### src/rtl/core/assert_macros.svh
// ----------------------------------------------------------------------------
// assert_macros
// shared assertion macros for the lru replacement cache rtl
// ----------------------------------------------------------------------------
`ifndef ASSERT_MACROS_SVH
`define ASSERT_MACROS_SVH

// checked on every rising edge outside reset
`define ASSERT_CLK(label, prop, msg) \
    label: assert property (@(posedge i_clk) disable iff (!i_rst_n) (prop)) \
        else $error(msg);

// checked on every rising edge, reset included
`define ASSERT_ALWAYS(label, prop, msg) \
    label: assert property (@(posedge i_clk) (prop)) else $error(msg);

`endif

### src/rtl/core/lrc_pkg.sv
// ----------------------------------------------------------------------------
// lrc_pkg
// types and constants shared by the lru replacement cache modules
// ----------------------------------------------------------------------------
`default_nettype none

package lrc_pkg;

    localparam int WAYS    = 8;
    localparam int SLOT_W  = 3;
    localparam int PAGE_W  = 16;
    localparam int CNT_W   = 32;
    localparam int K_W     = 4;

    typedef logic [SLOT_W-1:0] t_slot;
    typedef logic [PAGE_W-1:0] t_page;
    typedef logic [CNT_W-1:0]  t_cnt;
    typedef logic [K_W-1:0]    t_ways;

    // priority chain passed from lower to higher slot cells
    typedef struct packed {
        logic hit_seen;
        logic empty_seen;
    } t_scan;

    // chain passed along the recency cells
    typedef struct packed {
        logic pos_seen;
        logic lru_seen;
    } t_rec_chain;

endpackage

`default_nettype wire

### src/rtl/core/lru_replacement_cache_unit.sv
// ----------------------------------------------------------------------------
// lru_replacement_cache_unit
// fully associative cache tag store with least-recently-used replacement
// ----------------------------------------------------------------------------
// flow: lookup state, then update state, then the registered result strobe;
//   busy covers lookup and update and no request is accepted while busy; the
//   recency stack and slot cells are written in the update cycle
// reset: slots empty, recency stack in slot order, totals zero, ways_in_use 8
// the result is shown for one cycle on o_valid; the receiver cannot stall
`default_nettype none

`include "assert_macros.svh"

module lru_replacement_cache_unit (
    input  wire logic            i_clk,
    input  wire logic            i_rst_n,
    input  wire logic            start,
    output logic                 busy,
    input  wire lrc_pkg::t_page  i_page,
    input  wire logic            i_cfg_we,
    input  wire lrc_pkg::t_ways  i_cfg_data,
    output logic                 o_valid,
    output logic                 o_hit,
    output lrc_pkg::t_slot       o_slot,
    output logic                 o_evicted_valid,
    output lrc_pkg::t_page       o_evicted_page,
    output lrc_pkg::t_cnt        o_miss_total,
    output lrc_pkg::t_cnt        o_hit_total
);
    import lrc_pkg::*;

    localparam logic [1:0] S_IDLE = 2'd0;
    localparam logic [1:0] S_LOOK = 2'd1;
    localparam logic [1:0] S_UPD  = 2'd2;

    logic [1:0] r_state, n_state;
    t_ways      r_ways_cfg;
    t_ways      w_ways;
    t_page      r_page;
    logic       r_hit;
    t_slot      r_slot;
    logic       r_ev_valid;
    t_page      r_ev_page;
    t_cnt       r_miss_cnt, n_miss_cnt;
    t_cnt       r_hit_cnt, n_hit_cnt;
    logic       r_strobe;

    t_scan      w_scan  [WAYS+1];
    t_rec_chain w_chain [WAYS+1];
    logic [WAYS-1:0] w_first_hit, w_first_empty, w_valid, w_lru_first, w_wr;
    t_page      w_page  [WAYS];
    t_slot      w_entry [WAYS];
    t_slot      w_next  [WAYS];
    t_slot      w_hit_slot, w_empty_slot, w_lru_slot, w_sel_slot;
    logic       w_touch;

    // size clamp: zero acts as one, above the slot count saturates
    always_comb begin
        if (r_ways_cfg == '0) begin
            w_ways = t_ways'(1);
        end else if (r_ways_cfg > t_ways'(WAYS)) begin
            w_ways = t_ways'(WAYS);
        end else begin
            w_ways = r_ways_cfg;
        end
    end

    assign w_scan[0]  = '0;
    assign w_chain[0] = '0;
    assign w_touch    = (r_state == S_UPD);

    for (genvar g = 0; g < WAYS; g++) begin : g_cells
        assign w_wr[g] = w_touch && !r_hit && (r_slot == t_slot'(g));

        lrc_slot_cell u_slot (
            .i_clk        (i_clk),
            .i_rst_n      (i_rst_n),
            .i_wr         (w_wr[g]),
            .i_page       (r_page),
            .i_active     ({1'b0, t_slot'(g)} < w_ways),
            .i_scan       (w_scan[g]),
            .o_scan       (w_scan[g+1]),
            .o_first_hit  (w_first_hit[g]),
            .o_first_empty(w_first_empty[g]),
            .o_page       (w_page[g]),
            .o_valid      (w_valid[g])
        );

        if (g == WAYS - 1) begin : g_top
            assign w_next[g] = r_slot;
        end else begin : g_mid
            assign w_next[g] = w_entry[g+1];
        end

        lrc_rec_cell u_rec (
            .i_clk      (i_clk),
            .i_rst_n    (i_rst_n),
            .i_init     (t_slot'(g)),
            .i_touch    (w_touch),
            .i_slot     (r_slot),
            .i_next     (w_next[g]),
            .i_ways     (w_ways),
            .i_chain    (w_chain[g]),
            .o_chain    (w_chain[g+1]),
            .o_lru_first(w_lru_first[g]),
            .o_entry    (w_entry[g])
        );
    end

    // one-hot selects folded into slot numbers
    always_comb begin
        w_hit_slot   = '0;
        w_empty_slot = '0;
        w_lru_slot   = '0;
        for (int i = 0; i < WAYS; i++) begin
            w_hit_slot   = w_hit_slot   | (w_first_hit[i]   ? t_slot'(i) : '0);
            w_empty_slot = w_empty_slot | (w_first_empty[i] ? t_slot'(i) : '0);
            w_lru_slot   = w_lru_slot   | (w_lru_first[i]   ? w_entry[i] : '0);
        end
    end

    always_comb begin
        if (w_scan[WAYS].hit_seen) begin
            w_sel_slot = w_hit_slot;
        end else if (w_scan[WAYS].empty_seen) begin
            w_sel_slot = w_empty_slot;
        end else begin
            w_sel_slot = w_lru_slot;
        end
    end

    always_comb begin
        n_state    = r_state;
        n_miss_cnt = r_miss_cnt;
        n_hit_cnt  = r_hit_cnt;
        case (r_state)
            S_IDLE: begin
                if (start) begin
                    n_state = S_LOOK;
                end
            end
            S_LOOK: begin
                n_state = S_UPD;
            end
            S_UPD: begin
                n_state = S_IDLE;
                if (r_hit) begin
                    if (r_hit_cnt != '1) begin
                        n_hit_cnt = r_hit_cnt + t_cnt'(1);
                    end
                end else if (r_miss_cnt != '1) begin
                    n_miss_cnt = r_miss_cnt + t_cnt'(1);
                end
            end
            default: begin
                n_state = S_IDLE;
            end
        endcase
    end

    always_ff @(posedge i_clk) begin
        if (!i_rst_n) begin
            r_state    <= S_IDLE;
            r_ways_cfg <= t_ways'(WAYS);
            r_miss_cnt <= '0;
            r_hit_cnt  <= '0;
            r_strobe   <= 1'b0;
        end else begin
            r_state    <= n_state;
            r_miss_cnt <= n_miss_cnt;
            r_hit_cnt  <= n_hit_cnt;
            r_strobe   <= (r_state == S_UPD);
            if (i_cfg_we) begin
                r_ways_cfg <= i_cfg_data;
            end
        end
    end

    always_ff @(posedge i_clk) begin
        if (r_state == S_IDLE && start) begin
            r_page <= i_page;
        end
        if (r_state == S_LOOK) begin
            r_hit      <= w_scan[WAYS].hit_seen;
            r_slot     <= w_sel_slot;
            r_ev_valid <= !w_scan[WAYS].hit_seen && !w_scan[WAYS].empty_seen;
            r_ev_page  <= (!w_scan[WAYS].hit_seen && !w_scan[WAYS].empty_seen)
                          ? w_page[w_lru_slot] : '0;
        end
    end

    assign busy            = (r_state != S_IDLE);
    assign o_valid         = r_strobe;
    assign o_hit           = r_hit;
    assign o_slot          = r_slot;
    assign o_evicted_valid = r_ev_valid;
    assign o_evicted_page  = r_ev_page;
    assign o_miss_total    = r_miss_cnt;
    assign o_hit_total     = r_hit_cnt;

    `ASSERT_CLK(a_strobe_idle, r_strobe |-> r_state == S_IDLE, "strobe outside idle")
    `ASSERT_CLK(a_look_upd, r_state == S_LOOK |=> r_state == S_UPD, "lookup not followed by update")
    `ASSERT_CLK(a_hit_onehot, $onehot0(w_first_hit) && $onehot0(w_lru_first), "select not one-hot")
    `ASSERT_CLK(a_slot_filled, r_strobe |-> w_valid[r_slot], "result slot not valid")

endmodule

`default_nettype wire

### src/rtl/core/lrc_slot_cell.sv
// ----------------------------------------------------------------------------
// lrc_slot_cell
// one cache slot: page tag, valid bit, tag compare and priority chain stage
// ----------------------------------------------------------------------------
`default_nettype none

module lrc_slot_cell (
    input  wire logic            i_clk,
    input  wire logic            i_rst_n,
    input  wire logic            i_wr,
    input  wire lrc_pkg::t_page  i_page,
    input  wire logic            i_active,
    input  wire lrc_pkg::t_scan  i_scan,
    output lrc_pkg::t_scan       o_scan,
    output logic                 o_first_hit,
    output logic                 o_first_empty,
    output lrc_pkg::t_page       o_page,
    output logic                 o_valid
);
    import lrc_pkg::*;

    t_page r_page;
    logic  r_valid;
    logic  w_match;
    logic  w_empty;

    always_ff @(posedge i_clk) begin
        if (i_wr) begin
            r_page <= i_page;
        end
    end

    always_ff @(posedge i_clk) begin
        if (!i_rst_n) begin
            r_valid <= 1'b0;
        end else if (i_wr) begin
            r_valid <= 1'b1;
        end
    end

    assign w_match = i_active && r_valid && (r_page == i_page);
    assign w_empty = i_active && !r_valid;

    assign o_first_hit       = w_match && !i_scan.hit_seen;
    assign o_first_empty     = w_empty && !i_scan.empty_seen;
    assign o_scan.hit_seen   = i_scan.hit_seen | w_match;
    assign o_scan.empty_seen = i_scan.empty_seen | w_empty;
    assign o_page            = r_page;
    assign o_valid           = r_valid;

endmodule

`default_nettype wire

### src/rtl/core/lrc_rec_cell.sv
// ----------------------------------------------------------------------------
// lrc_rec_cell
// one entry of the recency stack; shifts down from its neighbor on a touch
// ----------------------------------------------------------------------------
`default_nettype none

module lrc_rec_cell (
    input  wire logic                i_clk,
    input  wire logic                i_rst_n,
    input  wire lrc_pkg::t_slot      i_init,
    input  wire logic                i_touch,
    input  wire lrc_pkg::t_slot      i_slot,
    input  wire lrc_pkg::t_slot      i_next,
    input  wire lrc_pkg::t_ways      i_ways,
    input  wire lrc_pkg::t_rec_chain i_chain,
    output lrc_pkg::t_rec_chain      o_chain,
    output logic                     o_lru_first,
    output lrc_pkg::t_slot           o_entry
);
    import lrc_pkg::*;

    t_slot r_entry;
    logic  w_in_use;

    // entries at and above the touched slot's position take the neighbor's value
    always_ff @(posedge i_clk) begin
        if (!i_rst_n) begin
            r_entry <= i_init;
        end else if (i_touch && o_chain.pos_seen) begin
            r_entry <= i_next;
        end
    end

    assign w_in_use         = {1'b0, r_entry} < i_ways;
    assign o_chain.pos_seen = i_chain.pos_seen | (r_entry == i_slot);
    assign o_chain.lru_seen = i_chain.lru_seen | w_in_use;
    assign o_lru_first      = w_in_use && !i_chain.lru_seen;
    assign o_entry          = r_entry;

endmodule

`default_nettype wire

### config.mk
export PLATFORM = sky130hd
export DESIGN_NAME = lru_replacement_cache_unit
export DESIGN_NICKNAME = d
export VERILOG_FILES = /design/src/rtl/core/lrc_pkg.sv /design/src/rtl/core/lru_replacement_cache_unit.sv /design/src/rtl/core/lrc_slot_cell.sv /design/src/rtl/core/lrc_rec_cell.sv
export VERILOG_INCLUDE_DIRS = /design/src /design/src/rtl/core
export SDC_FILE = /design/constraint.sdc
export NUM_CORES = 1
export LEC_CHECK = 0
export ABC_AREA = 1
export ABC_CLOCK_PERIOD_IN_PS = 3040
export BUFFER_PORTS_ARGS = -buffer_cell sky130_fd_sc_hd__buf_2
export CORE_UTILIZATION = 30
export DETAILED_ROUTE_END_ITERATION = 10
export MAX_ROUTING_LAYER = met4
export PLACE_DENSITY = 0.48
export SLEW_MARGIN = 30
export SYNTH_ARGS = -nofsm -noshare
export SYNTH_HDL_FRONTEND = slang
export SYNTH_SLANG_ARGS = --single-unit
### constraint.sdc
create_clock -name i_clk -period 3.04 [get_ports i_clk]
set_input_delay 0.152 -clock i_clk [delete_from_list [all_inputs] [get_ports i_clk]]
set_output_delay 0.152 -clock i_clk [all_outputs]
set_load 0.005 [all_outputs]
==> results of run 1 <==
## report_power, final
part           internal (uW)  switching [uW]
registers               3910            61.8
logic                    375             611
clock network           2120            1530
## logic make-up after synthesis
logic type / after synthesis / synth area share
compound gates: 265 / 0.110
xor+xnor: 59 / 0.0361
fa+ha+maj: 18 / 0.0158
buf+inv: 321 / 0.0906
flops: 268 / 0.491
simple gates: 816 / 0.257
## layout make-up
| type | instances | share of cell area |
|---|---|---|
| diodes | 2 | 0.000286 |
| clock buffers | 34 | 0.0455 |
| clock inverters | 23 | 0.0103 |
| inverters | 254 | 0.0550 |
| multi-input cells | 1158 | 0.350 |
| flip-flops and latches | 268 | 0.401 |
| well taps | 607 | 0.0433 |
| repair buffers | 224 | 0.0945 |
## cells in the mapped netlist (all sizes together) (2+ instances only)
library cell	instances
nand2	346
inv	252
nor2	194
edfxtp	165
nand3	114
dfxtp	103
a21oi	96
nand4	82
o21ai	65
o22ai	48
buf	44
nor3	38
xor2	38
nor4	25
clkbuf	23
xnor2	21
ha	18
a211oi	10
o2111ai	10
a221oi	9
or2	8
o211ai	6
o21a	6
and3	4
nor3b	4
a2111oi	2
a21boi	2
a31oi	2
clkinv	2
o21bai	2
o31ai	2
## worst paths after layout
kind,startpoint,endpoint,slack [ns],cells past startpoint
worst max-delay path,r_ways_cfg[3],o_evicted_page[2],0.14,18
worst min-delay path,i_rst_n,o_valid,0.11,3
worst max register to register,r_ways_cfg[3],o_evicted_page[2],0.14,18
worst min register to register,r_state[1],r_state[1],0.48,1
## registers in the layout (all words and copies together), names as in the netlist
register	count
o_slot	3
g_cells.u_slot.o_valid	8
o_evicted_page	16
o_evicted_valid	1
o_valid	1
o_miss_total	32
g_cells.u_rec.o_entry	24
o_hit_total	32
o_hit	1
r_state	2
r_page	16
g_cells.u_slot.o_page	128
r_ways_cfg	4
## layout by cell type, fill, tap and decap left out, types with 4 or more instances in the layout
cell and count:
nand4_1 79, and3_1 4, nand3_2 6, nor2_2 16
or2_2 8, buf_4 74, a221oi_1 9, dfxtp_1 100
o22ai_1 48, inv_1 246, clkinv_1 10, edfxtp_1 165
buf_6 4, buf_12 4, o21a_1 6, o2111ai_1 10
o21ai_0 65, a21oi_1 85, clkinv_2 12, a211oi_1 10
a21oi_2 10, nor3b_1 4, nor2_1 175, nand2_4 4
nand3_1 106, nand2_2 5, xnor2_1 21, nor4_1 25
nand2_1 336, buf_2 110, nor3_1 37, ha_1 18
dlygate4sd3_1 24, clkbuf_16 35, xor2_1 38, o211ai_1 6
## tightest hold or removal path: stages
cell	delay, ns
buf_2	0.11
inv_4	0.18
nor2_1	0.16
## per-layer routing
metal / track usage / vias up / part of all wire / wire, um
met3: 0.0283 / 81 / 0.061 / 2960
met4: 0.0600 / 0 / 0.029 / 1370
met5: - / - / 0 / 0
met2: 0.307 / 415 / 0.45 / 21800
met1: 0.273 / 6209 / 0.46 / 22000
li1: - / 6323 / - / -
## what timing repair did
item,CTS,global route
endpoints found under the hold margin,21,0
endpoints found under the setup margin,0,18
resized for setup,0,53
hold buffers,24,0
setup buffers,0,17
## metrics by stage
stage / setup TNS [ns] / power, uW / hold slack, ns
2_1_floorplan: 0 / 4550 / 0.251
3_3_place_gp: 0 / 4880 / 0.330
3_5_place_dp: 0 / 4880 / 0.330
4_1_cts: 0 / 8580 / 0.0856
5_1_grt: -0.0651 / 8930 / 0.135
6_report: 0 / 8610 / 0.110
==> flow_metrics.tcl, run 1 <==
set metrics [dict create \
    ys_dominant_reg_cell "edfxtp_1" \
    grt_overflow_total 0 \
    synth-edff-count 165 \
    layout.core_utilization 0.375 \
    run_status "finished, violations left" \
    critical_path_peak_fanout 17 \
    yosys_register_bits 268 \
    cts.clk_slew.worst_paths_ns 0.06 \
    clockBufferDepth 3 \
    chipWidth_um 220 \
    initial_cell_density_of_the_core 0.306 \
    worst_setup_path_end_kind "flip-flop" \
    globalplace.congestion 0.940 \
    cpMostUsedCell "nand2_1" \
    die-area_um2 48500 \
    final_layout_size_suffix_gt1_frac 0.162 \
    total_leakage_power_uw 0.00721 \
    remaining_drc_errors 6 \
    antenna_found_initial 1 \
    timing.critical_path.cells "inv_4 > nand2_4 > ha_1 > nand2_1 > nand2_1 > nand2_1 > nand2_2 > nand3_4 > nor3_4 > nand4_4 > nand3_4 > buf_12 > inv_2 > buf_12 > nand2_1 > a21oi_2 > nor2_2 > nor2_1" \
    finalMaxSlewViolations 0 \
    final-setup-viol-count 0 \
    floorplan.die.height_um 220 \
    placement.cell_area_um2 15900 \
    relSlewSlack 0.409 \
    layout.cell_area.non_filler_um2 17500 \
    cts.sinks 268 \
    cts-root-buf "clkbuf_16" \
    worst-endpoint-arrival_ns 3.22 \
    yosysSeqAreaShare 0.491 \
    multi_input_comb_area_um2 6140 \
    layout.nets 1979 \
    crit_buf_inv 4 \
    post-route-worst-setup-slack_ns 0.140 \
    register_area_um2 7020 \
    achievable-frequency_mhz 345 \
    ctsHtreeMaxLevel 1 \
    finalClockSkew_ns 0.0152 \
    synth-async-reset-ratio 0 \
    maximum_number_of_pins_on_one_net_before_global_route_repair 54 \
    cellPowerDensity_nw_per_um2 491 \
    hpwlAfterDp_mm 34.3 \
    synth_top_area_share 0.347 \
    coreArea_um2 46800 \
    grt_pass1_vias 12400 \
    failed_checks "design-rule violations" \
    cts_buffers 31 \
    drtAntennaViolNets 0 \
    final_min_period_over_clock_period 0.954 \
    post_synthesis_net_count 1789 \
    grt_first_pass_wirelength_mm 72.5 \
    hp-class "input pin to flip-flop" \
    i_o_pins 111 \
    iter_0_drt_violations 1109 \
    timing.critical_path.max_delay_family "simple AND/OR/NAND/NOR gates" \
    worst_pin_slew_ns 0.886 \
    finished_layout_cells 2570 \
    grt_util_all_layers 0.200 \
    synth.cell_area_um2 14300 \
    fp-row-count 79 \
    max_cap_violations 0 \
    synth.distinct_cells 50 \
    critical_path_class "flip-flop to flip-flop" \
    period_needed_ns 2.90 \
    routed_wire_length_per_instance_um 18.7 \
    clkLatencyLatePin_ns 0.58 \
    crit_slowest_cell "dfxtp_2" \
    top_cells_by_area_synth "edfxtp_1, dfxtp_1, nand2_1" \
    max-vdd-ir-drop_mv 0.408 \
    post_drt_via_cell_ratio 5.07 \
    detailed_routing_iteration_count_for_the_pre_antenna_repair_pass 9 \
    routed-via-count 13000 \
    synthesis.instances 1747 \
    number_of_placed_instances_taps_included 2466 \
    dp_worst_setup_slack_ns 0.0585 \
    critical_path.startpoint_type "flip-flop" \
    rsz0062_at_grt "yes" \
    tritoncts "done" \
    syn_area_per_cell_um2 8.18 \
    finalWirelength_mm 48.1 \
    synthDominantAreaCellType "edfxtp_1" \
    worst-endpoint-required_ns 3.36 \
    n_fill_cell 4838 \
    area_growth_syn_to_layout_pct 22.6 \
    finalHoldViolations 0 \
    numPortBuffers 110 \
    largest_incremental_delay_on_the_critical_path_ns 0.34 \
    yosys_warnings 0 \
]
Note: power is estimated with default switching activity, not from simulation.
==> run 2: changes to the inputs <==
--- a/config.mk
+++ b/config.mk
@@ -6,7 +6,6 @@
 export SDC_FILE = /design/constraint.sdc
 export NUM_CORES = 1
 export LEC_CHECK = 0
-export ABC_AREA = 1
 export ABC_CLOCK_PERIOD_IN_PS = 3040
 export BUFFER_PORTS_ARGS = -buffer_cell sky130_fd_sc_hd__buf_2
 export CORE_UTILIZATION = 30
==> run 2 against run 1 <==
Net effect: the run ends with negative setup slack left; critical endpoint is now o_evicted_page[1]; largest cell class unchanged; worst setup slack got worse by 0.31 ns; non-clock buffer count increased by 27; hold slack got worse by 0.0098 ns; critical path type unchanged.
==> flow_metrics.tcl, run 2 <==
set metrics [dict create \
    dp_worst_setup_slack_ns -0.324 \
    numPortBuffers 110 \
    failed_checks "negative setup slack" \
    routed-via-count 9620 \
    cpMostUsedCell "a32oi_1" \
    hpwlAfterDp_mm 27.2 \
    grt_util_all_layers 0.180 \
    grtUsageMet2 0.284 \
    iter_0_drt_violations 624 \
    grt_busiest_layer "met2" \
    synth_top_area_share 0.371 \
    worst-endpoint-arrival_ns 3.53 \
    yosys_warnings 0 \
    synth-edff-count 165 \
    floorplan.die.height_um 213 \
    finished_layout_cells 2004 \
    total_leakage_power_uw 0.00619 \
    cts_buffers 31 \
    synth_most_common_cell "edfxtp_1" \
    finalClockSkew_ns 0.0112 \
    ctsHtreeMaxLevel 1 \
    die-area_um2 45400 \
    detailed_routing_iteration_count_for_the_pre_antenna_repair_pass 5 \
    crit_buf_inv 3 \
    finalWirelength_mm 39.2 \
    critical_path_class "flip-flop to flip-flop" \
    synth-async-reset-ratio 0 \
    post_drt_via_cell_ratio 4.80 \
    yosys-top-cells-count "edfxtp_1, xnor2_1, dfxtp_1" \
    placement.cell_area_um2 15300 \
    clockBufferDepth 3 \
    drtAntennaViolNets 0 \
    hp-class "input pin to flip-flop" \
    tritoncts "done" \
    crit_slowest_cell "or3_4" \
    fp-row-count 76 \
    most-common-layout-cells "edfxtp_1, xnor2_1, buf_2" \
    achievable-frequency_mhz 312 \
    synth.cell_area_um2 13400 \
    cts.clk_slew.worst_paths_ns 0.06 \
    max-vdd-ir-drop_mv 0.367 \
    relSlewSlack 0.496 \
    critical_path.startpoint_type "flip-flop" \
    period_needed_ns 3.21 \
    largest_incremental_delay_on_the_critical_path_ns 0.35 \
    layout.cell_area.non_filler_um2 17000 \
    grt_overflow_total 0 \
    worst-endpoint-required_ns 3.36 \
    finalHoldViolations 0 \
    final-setup-viol-count 16 \
    final_min_period_over_clock_period 1.06 \
    cts.sinks 268 \
    n_fill_cell 4286 \
    rsz0062_at_grt "yes" \
    syn_area_per_cell_um2 11.5 \
    coreArea_um2 43600 \
    grt_pass1_vias 9551 \
    met3_resource_use_gr 0.0302 \
    synthesis.instances 1167 \
    routed_wire_length_per_instance_um 19.6 \
    globalplace.congestion 0.892 \
    post-route-worst-setup-slack_ns -0.167 \
    post_synthesis_net_count 1209 \
    grt_util_met1 0.236 \
    chipWidth_um 213 \
    finalMaxSlewViolations 0 \
    max_cap_violations 0 \
    ys_dominant_reg_cell "edfxtp_1" \
    register_area_um2 7020 \
    worst_pin_slew_ns 0.757 \
    synthDominantAreaCellType "edfxtp_1" \
    largest_register_ff_count 128 \
    final.setup.tns_ns -2.04 \
    clkLatencyLatePin_ns 0.57 \
    cts-root-buf "clkbuf_16" \
    antenna_found_initial 0 \
    run_status "finished, violations left" \
    area_growth_syn_to_layout_pct 26.9 \
    remaining_drc_errors 0 \
    grt_first_pass_wirelength_mm 59.4 \
    final_layout_size_suffix_gt1_frac 0.231 \
    multi_input_comb_area_um2 6170 \
    timing.critical_path.max_delay_family "simple AND/OR/NAND/NOR gates" \
    maximum_number_of_pins_on_one_net_before_global_route_repair 63 \
    top_cells_by_area_synth "edfxtp_1, dfxtp_1, xnor2_1" \
    worst_setup_path_end_kind "flip-flop" \
    layout.cells.most_common "edfxtp_1" \
    yosysSeqAreaShare 0.525 \
    critical_path_peak_fanout 11 \
    yosys_register_bits 268 \
    n_antenna_cell 0 \
    number_of_placed_instances_taps_included 1913 \
    timing.critical_path.cells "clkinv_4 > nand2_8 > ha_4 > or3_4 > o32a_1 > a32oi_1 > and3_1 > o2bb2ai_2 > or2_4 > buf_6 > nor2_4 > buf_12 > a32oi_1 > and4_1" \
    synth.distinct_cells 71 \
    cellPowerDensity_nw_per_um2 520 \
    layout.nets 1437 \
    initial_cell_density_of_the_core 0.307 \
    i_o_pins 111 \
]
[run 2: changes by cell type in the layout (fill, tap and decap cells not counted), moves of 23 or more]
cell / delta
a21oi_1: -73
and2_1: +62
and4_1: +23
buf_4: +26
inv_1: -230
mux2i_1: +83
nand2_1: -249
nand3_1: -70
nand4_1: -45
nor2_1: -142
o21ai_0: -41
o22ai_1: -48
xnor2_1: +106
xor2_1: +35
[run 2: final timing paths]
kind	from	to	slack, ns	cells past startpoint
hold / removal	i_rst_n	g_cells[6].u_rec.o_entry[2]	0.10	2
setup reg to reg	r_ways_cfg[3]	o_evicted_page[1]	-0.17	14
setup / recovery	r_ways_cfg[3]	o_evicted_page[1]	-0.17	14
hold reg to reg	g_cells[3].u_slot.o_valid	g_cells[3].u_slot.o_valid	0.50	1
[run 2: stage by stage]
step,utilization,hold slack [ns],total power [uW]
floorplan,-,0.251,4490
global placement,0.352,0.328,4790
detailed placement,0.352,0.331,4790
CTS,0.387,0.0851,8910
global route,0.389,0.153,9120
finish,0.389,0.100,8810
[run 2: cell type report]
class,count,area share
well taps,585,0.0432
clock inverters,18,0.0149
repair buffers,251,0.110
inverters,17,0.00406
flip-flops and latches,268,0.414
clock buffers,39,0.0500
multi-input cells,826,0.364
[run 2: worst register-to-register path, delay by kind of cell (launching register included)]
| kind | cells | cell delay, ns |
|---|---|---|
| adder cells (fa/ha/maj) | 1 | 0.17 |
| AO/OA/AOI/OAI | 4 | 0.73 |
| AND/OR/NAND/NOR | 6 | 1.31 |
| flip-flops | 1 | 0.34 |
| buffers and inverters | 3 | 0.41 |
[run 2: repair_timing]
action | in CTS | in global routing
pin swaps | 6 | 11
resized for setup | 16 | 26
setup buffers | 4 | 4
hold buffers | 25 | 0
gates cloned | 2 | 0
setup endpoints to repair | 17 | 18
hold endpoints to repair | 20 | 0
[run 2: logic make-up after synthesis]
logic type	after synthesis	synth area share
buf+inv	73	0.0298
flops	268	0.525
compound gates	125	0.0682
xor+xnor	200	0.131
fa+ha+maj	18	0.0169
mux	90	0.0679
simple gates	393	0.161
[run 2: layer usage]
layer | wire length, um | part of all wire
met1 | 18300 | 0.47
met5 | 0 | 0
met3 | 1920 | 0.049
met2 | 18000 | 0.46
met4 | 944 | 0.024
[run 2: power by group]
group | switching (uW) | internal (uW) | leakage [uW] | total (uW)
Clock | 1530 | 2480 | 0.000544 | 4010
Combinational | 451 | 397 | 0.00331 | 848
Sequential | 57.1 | 3900 | 0.00234 | 3960
Total | 2030 | 6780 | 0.00619 | 8810
==> run 3: changes to the inputs <==
--- a/config.mk
+++ b/config.mk
@@ -6,7 +6,7 @@
 export SDC_FILE = /design/constraint.sdc
 export NUM_CORES = 1
 export LEC_CHECK = 0
-export ABC_CLOCK_PERIOD_IN_PS = 3040
+export ABC_CLOCK_PERIOD_IN_PS = 4050
 export BUFFER_PORTS_ARGS = -buffer_cell sky130_fd_sc_hd__buf_2
 export CORE_UTILIZATION = 30
 export DETAILED_ROUTE_END_ITERATION = 10
==> constraint.sdc (replaced) <==
create_clock -name i_clk -period 4.05 [get_ports i_clk]
set_input_delay 0.2025 -clock i_clk [delete_from_list [all_inputs] [get_ports i_clk]]
set_output_delay 0.2025 -clock i_clk [all_outputs]
set_load 0.005 [all_outputs]
==> run 3 against run 2 <==
Net effect: the flow now finishes without violations; flip-flop and latch count stayed put; critical endpoint is now o_evicted_page[6]; hold slack better by 0.072 ns; critical path depth unchanged; count of clock-buffer cells in the layout rose by 5; worst setup slack improved by 0.52 ns; utilization decreased by 2.5 points.
==> flow_metrics.tcl, run 3 (synthesis gave the netlist of run 2 again) <==
set metrics [dict create \
    remaining_drc_errors 0 \
    placement.cell_area_um2 14600 \
    final_layout_size_suffix_gt1_frac 0.162 \
    critical_path.startpoint_type "flip-flop" \
    run_status "complete, no violations" \
    layout.cell_area.non_filler_um2 15900 \
    worst-endpoint-required_ns 4.37 \
    grt_util_all_layers 0.174 \
    numPortBuffers 110 \
    layout.core_utilization 0.365 \
    cellPowerDensity_nw_per_um2 391 \
    maximum_number_of_pins_on_one_net_before_global_route_repair 57 \
    relSlewSlack 0.449 \
    clk_network_pwr_share 0.440 \
    hpwlAfterDp_mm 26.4 \
    cts.clk_slew.worst_paths_ns 0.06 \
    area_growth_syn_to_layout_pct 18.9 \
    achievable-frequency_mhz 270 \
    cell_internal_pwr_uw 4760 \
    clockBufferDepth 3 \
    floorplan.die.height_um 213 \
    hp-class "input pin to flip-flop" \
    power.net_switching_uw 1460 \
    grt_busiest_layer "met2" \
    finalWirelength_mm 37.9 \
    fp-row-count 76 \
    power.switching_fraction 0.235 \
    ctsHtreeMaxLevel 1 \
    critical_path_peak_fanout 30 \
    finalHoldViolations 0 \
    total_leakage_power_uw 0.00565 \
    die-area_um2 45400 \
    most-common-layout-cells "edfxtp_1, xnor2_1, buf_2" \
    met3_resource_use_gr 0.0254 \
    globalplace.congestion 0.869 \
    grt_overflow_total 0 \
    max-vdd-ir-drop_mv 0.232 \
    post_drt_via_cell_ratio 4.86 \
    timing.critical_path.from "r_ways_cfg[3]" \
    largest_register_ff_count 128 \
    finalClockSkew_ns 0.0166 \
    drtAntennaViolNets 0 \
    n_antenna_cell 0 \
    worst-endpoint-arrival_ns 4.02 \
    power_frac_comb 0.077 \
    rsz0062_at_grt "no" \
    cts_buffers 31 \
    dp_worst_setup_slack_ns 0.364 \
    power.share.sequential 0.484 \
    critical_path_class "flip-flop to flip-flop" \
    grt_first_pass_wirelength_mm 57.5 \
    worst_hold_startpoint "i_rst_n" \
    n_fill_cell 4358 \
    tritoncts "done" \
    period_needed_ns 3.70 \
    post_cts_buffers 0 \
    routed_wire_length_per_instance_um 19.7 \
    detailed_routing_iteration_count_for_the_pre_antenna_repair_pass 5 \
    grt_util_met1 0.232 \
    coreArea_um2 43600 \
    worst_setup_path_end_kind "flip-flop" \
    layout.cells.most_common "edfxtp_1" \
    grtUsageMet2 0.274 \
    initial_cell_density_of_the_core 0.307 \
    final.setup.tns_ns 0 \
    r2r-start "r_ways_cfg[3]" \
    max_cap_violations 0 \
    routed-via-count 9339 \
    final_min_period_over_clock_period 0.913 \
    layout.nets 1356 \
    hold_ws_ns 0.172 \
    antenna_found_initial 0 \
    cts-root-buf "clkbuf_16" \
    cts.sinks 268 \
    clkLatencyLatePin_ns 0.58 \
    grt_pass1_vias 9300 \
    cts.repair.resized 0 \
    final-setup-viol-count 0 \
    i_o_pins 111 \
    worst_pin_slew_ns 0.827 \
    post-route-worst-setup-slack_ns 0.351 \
    chipWidth_um 213 \
    iter_0_drt_violations 556 \
    finalMaxSlewViolations 0 \
]
run 3: cell types whose count changed in the layout (fill, tap and decap cells not counted), moves of 4 or more:
cell / delta
buf_12: -12
clkinv_4: -4
nor3_1: +4
bufinv_16: -4
mux2i_1: +5
clkbuf_1: +4
buf_4: -66
run 3: power by group through the flow:
stage,Combinational [uW],Sequential [uW],Clock [uW]
global placement,454,3060,0
finish,476,3010,2730
floorplan,354,3010,0
detailed placement,456,3070,0
CTS,478,3010,2810
global route,512,3010,2910
run 3: worst max-delay path: stages (launching register included):
cell      delay [ns]
dfxtp_1         0.31
inv_1           0.17
nand2_1         0.29
ha_1            0.32
or3_1           0.34
o32a_1          0.35
nand2b_1        0.16
and3_1          0.19
o22a_1          0.23
o21ai_4         0.09
buf_12          0.25
and2_1          0.16
buf_4           0.26
nand2_1         0.09
and4_1          0.21
run 3: worst paths after layout:
path | end | slack, ns | depth (start not counted)
hold reg to reg | g_cells[3].u_slot.o_valid | 0.49 | 1
hold / removal | g_cells[7].u_rec.o_entry[2] | 0.17 | 2
setup / recovery | o_evicted_page[6] | 0.35 | 14
setup reg to reg | o_evicted_page[6] | 0.35 | 14
run 3: stage by stage:
| step | instances | total power [uW] |
|---|---|---|
| 6_report | 1922 | 6220 |
| 5_1_grt | 1922 | 6430 |
| 4_1_cts | 1922 | 6300 |
| 3_5_place_dp | 1841 | 3520 |
| 3_3_place_gp | 1841 | 3520 |
| 2_1_floorplan | 1167 | 3370 |
run 3: layer usage:
| metal | vias to the layer above | wire, um |
|---|---|---|
| li1 | 4506 | - |
| met1 | 4566 | 17800 |
| met2 | 207 | 17400 |
| met3 | 60 | 1770 |
| met4 | 0 | 906 |
| met5 | - | 0 |
run 3: area by class of cell:
type / instances / area (um^2) / share of cell area
timing repair buffer: 170 / 1080 / 0.0677
multi-input combinational: 826 / 6010 / 0.378
tap: 585 / 732 / 0.0461
inverter: 17 / 63.8 / 0.00402
sequential: 268 / 7020 / 0.442
clock buffer: 44 / 875 / 0.0550
clock inverter: 12 / 114 / 0.00717
run 3: repair_timing:
item / in CTS / in global routing
hold endpoints to repair: 20 / 0
setup endpoints to repair: 0 / 0
hold buffers: 25 / 0
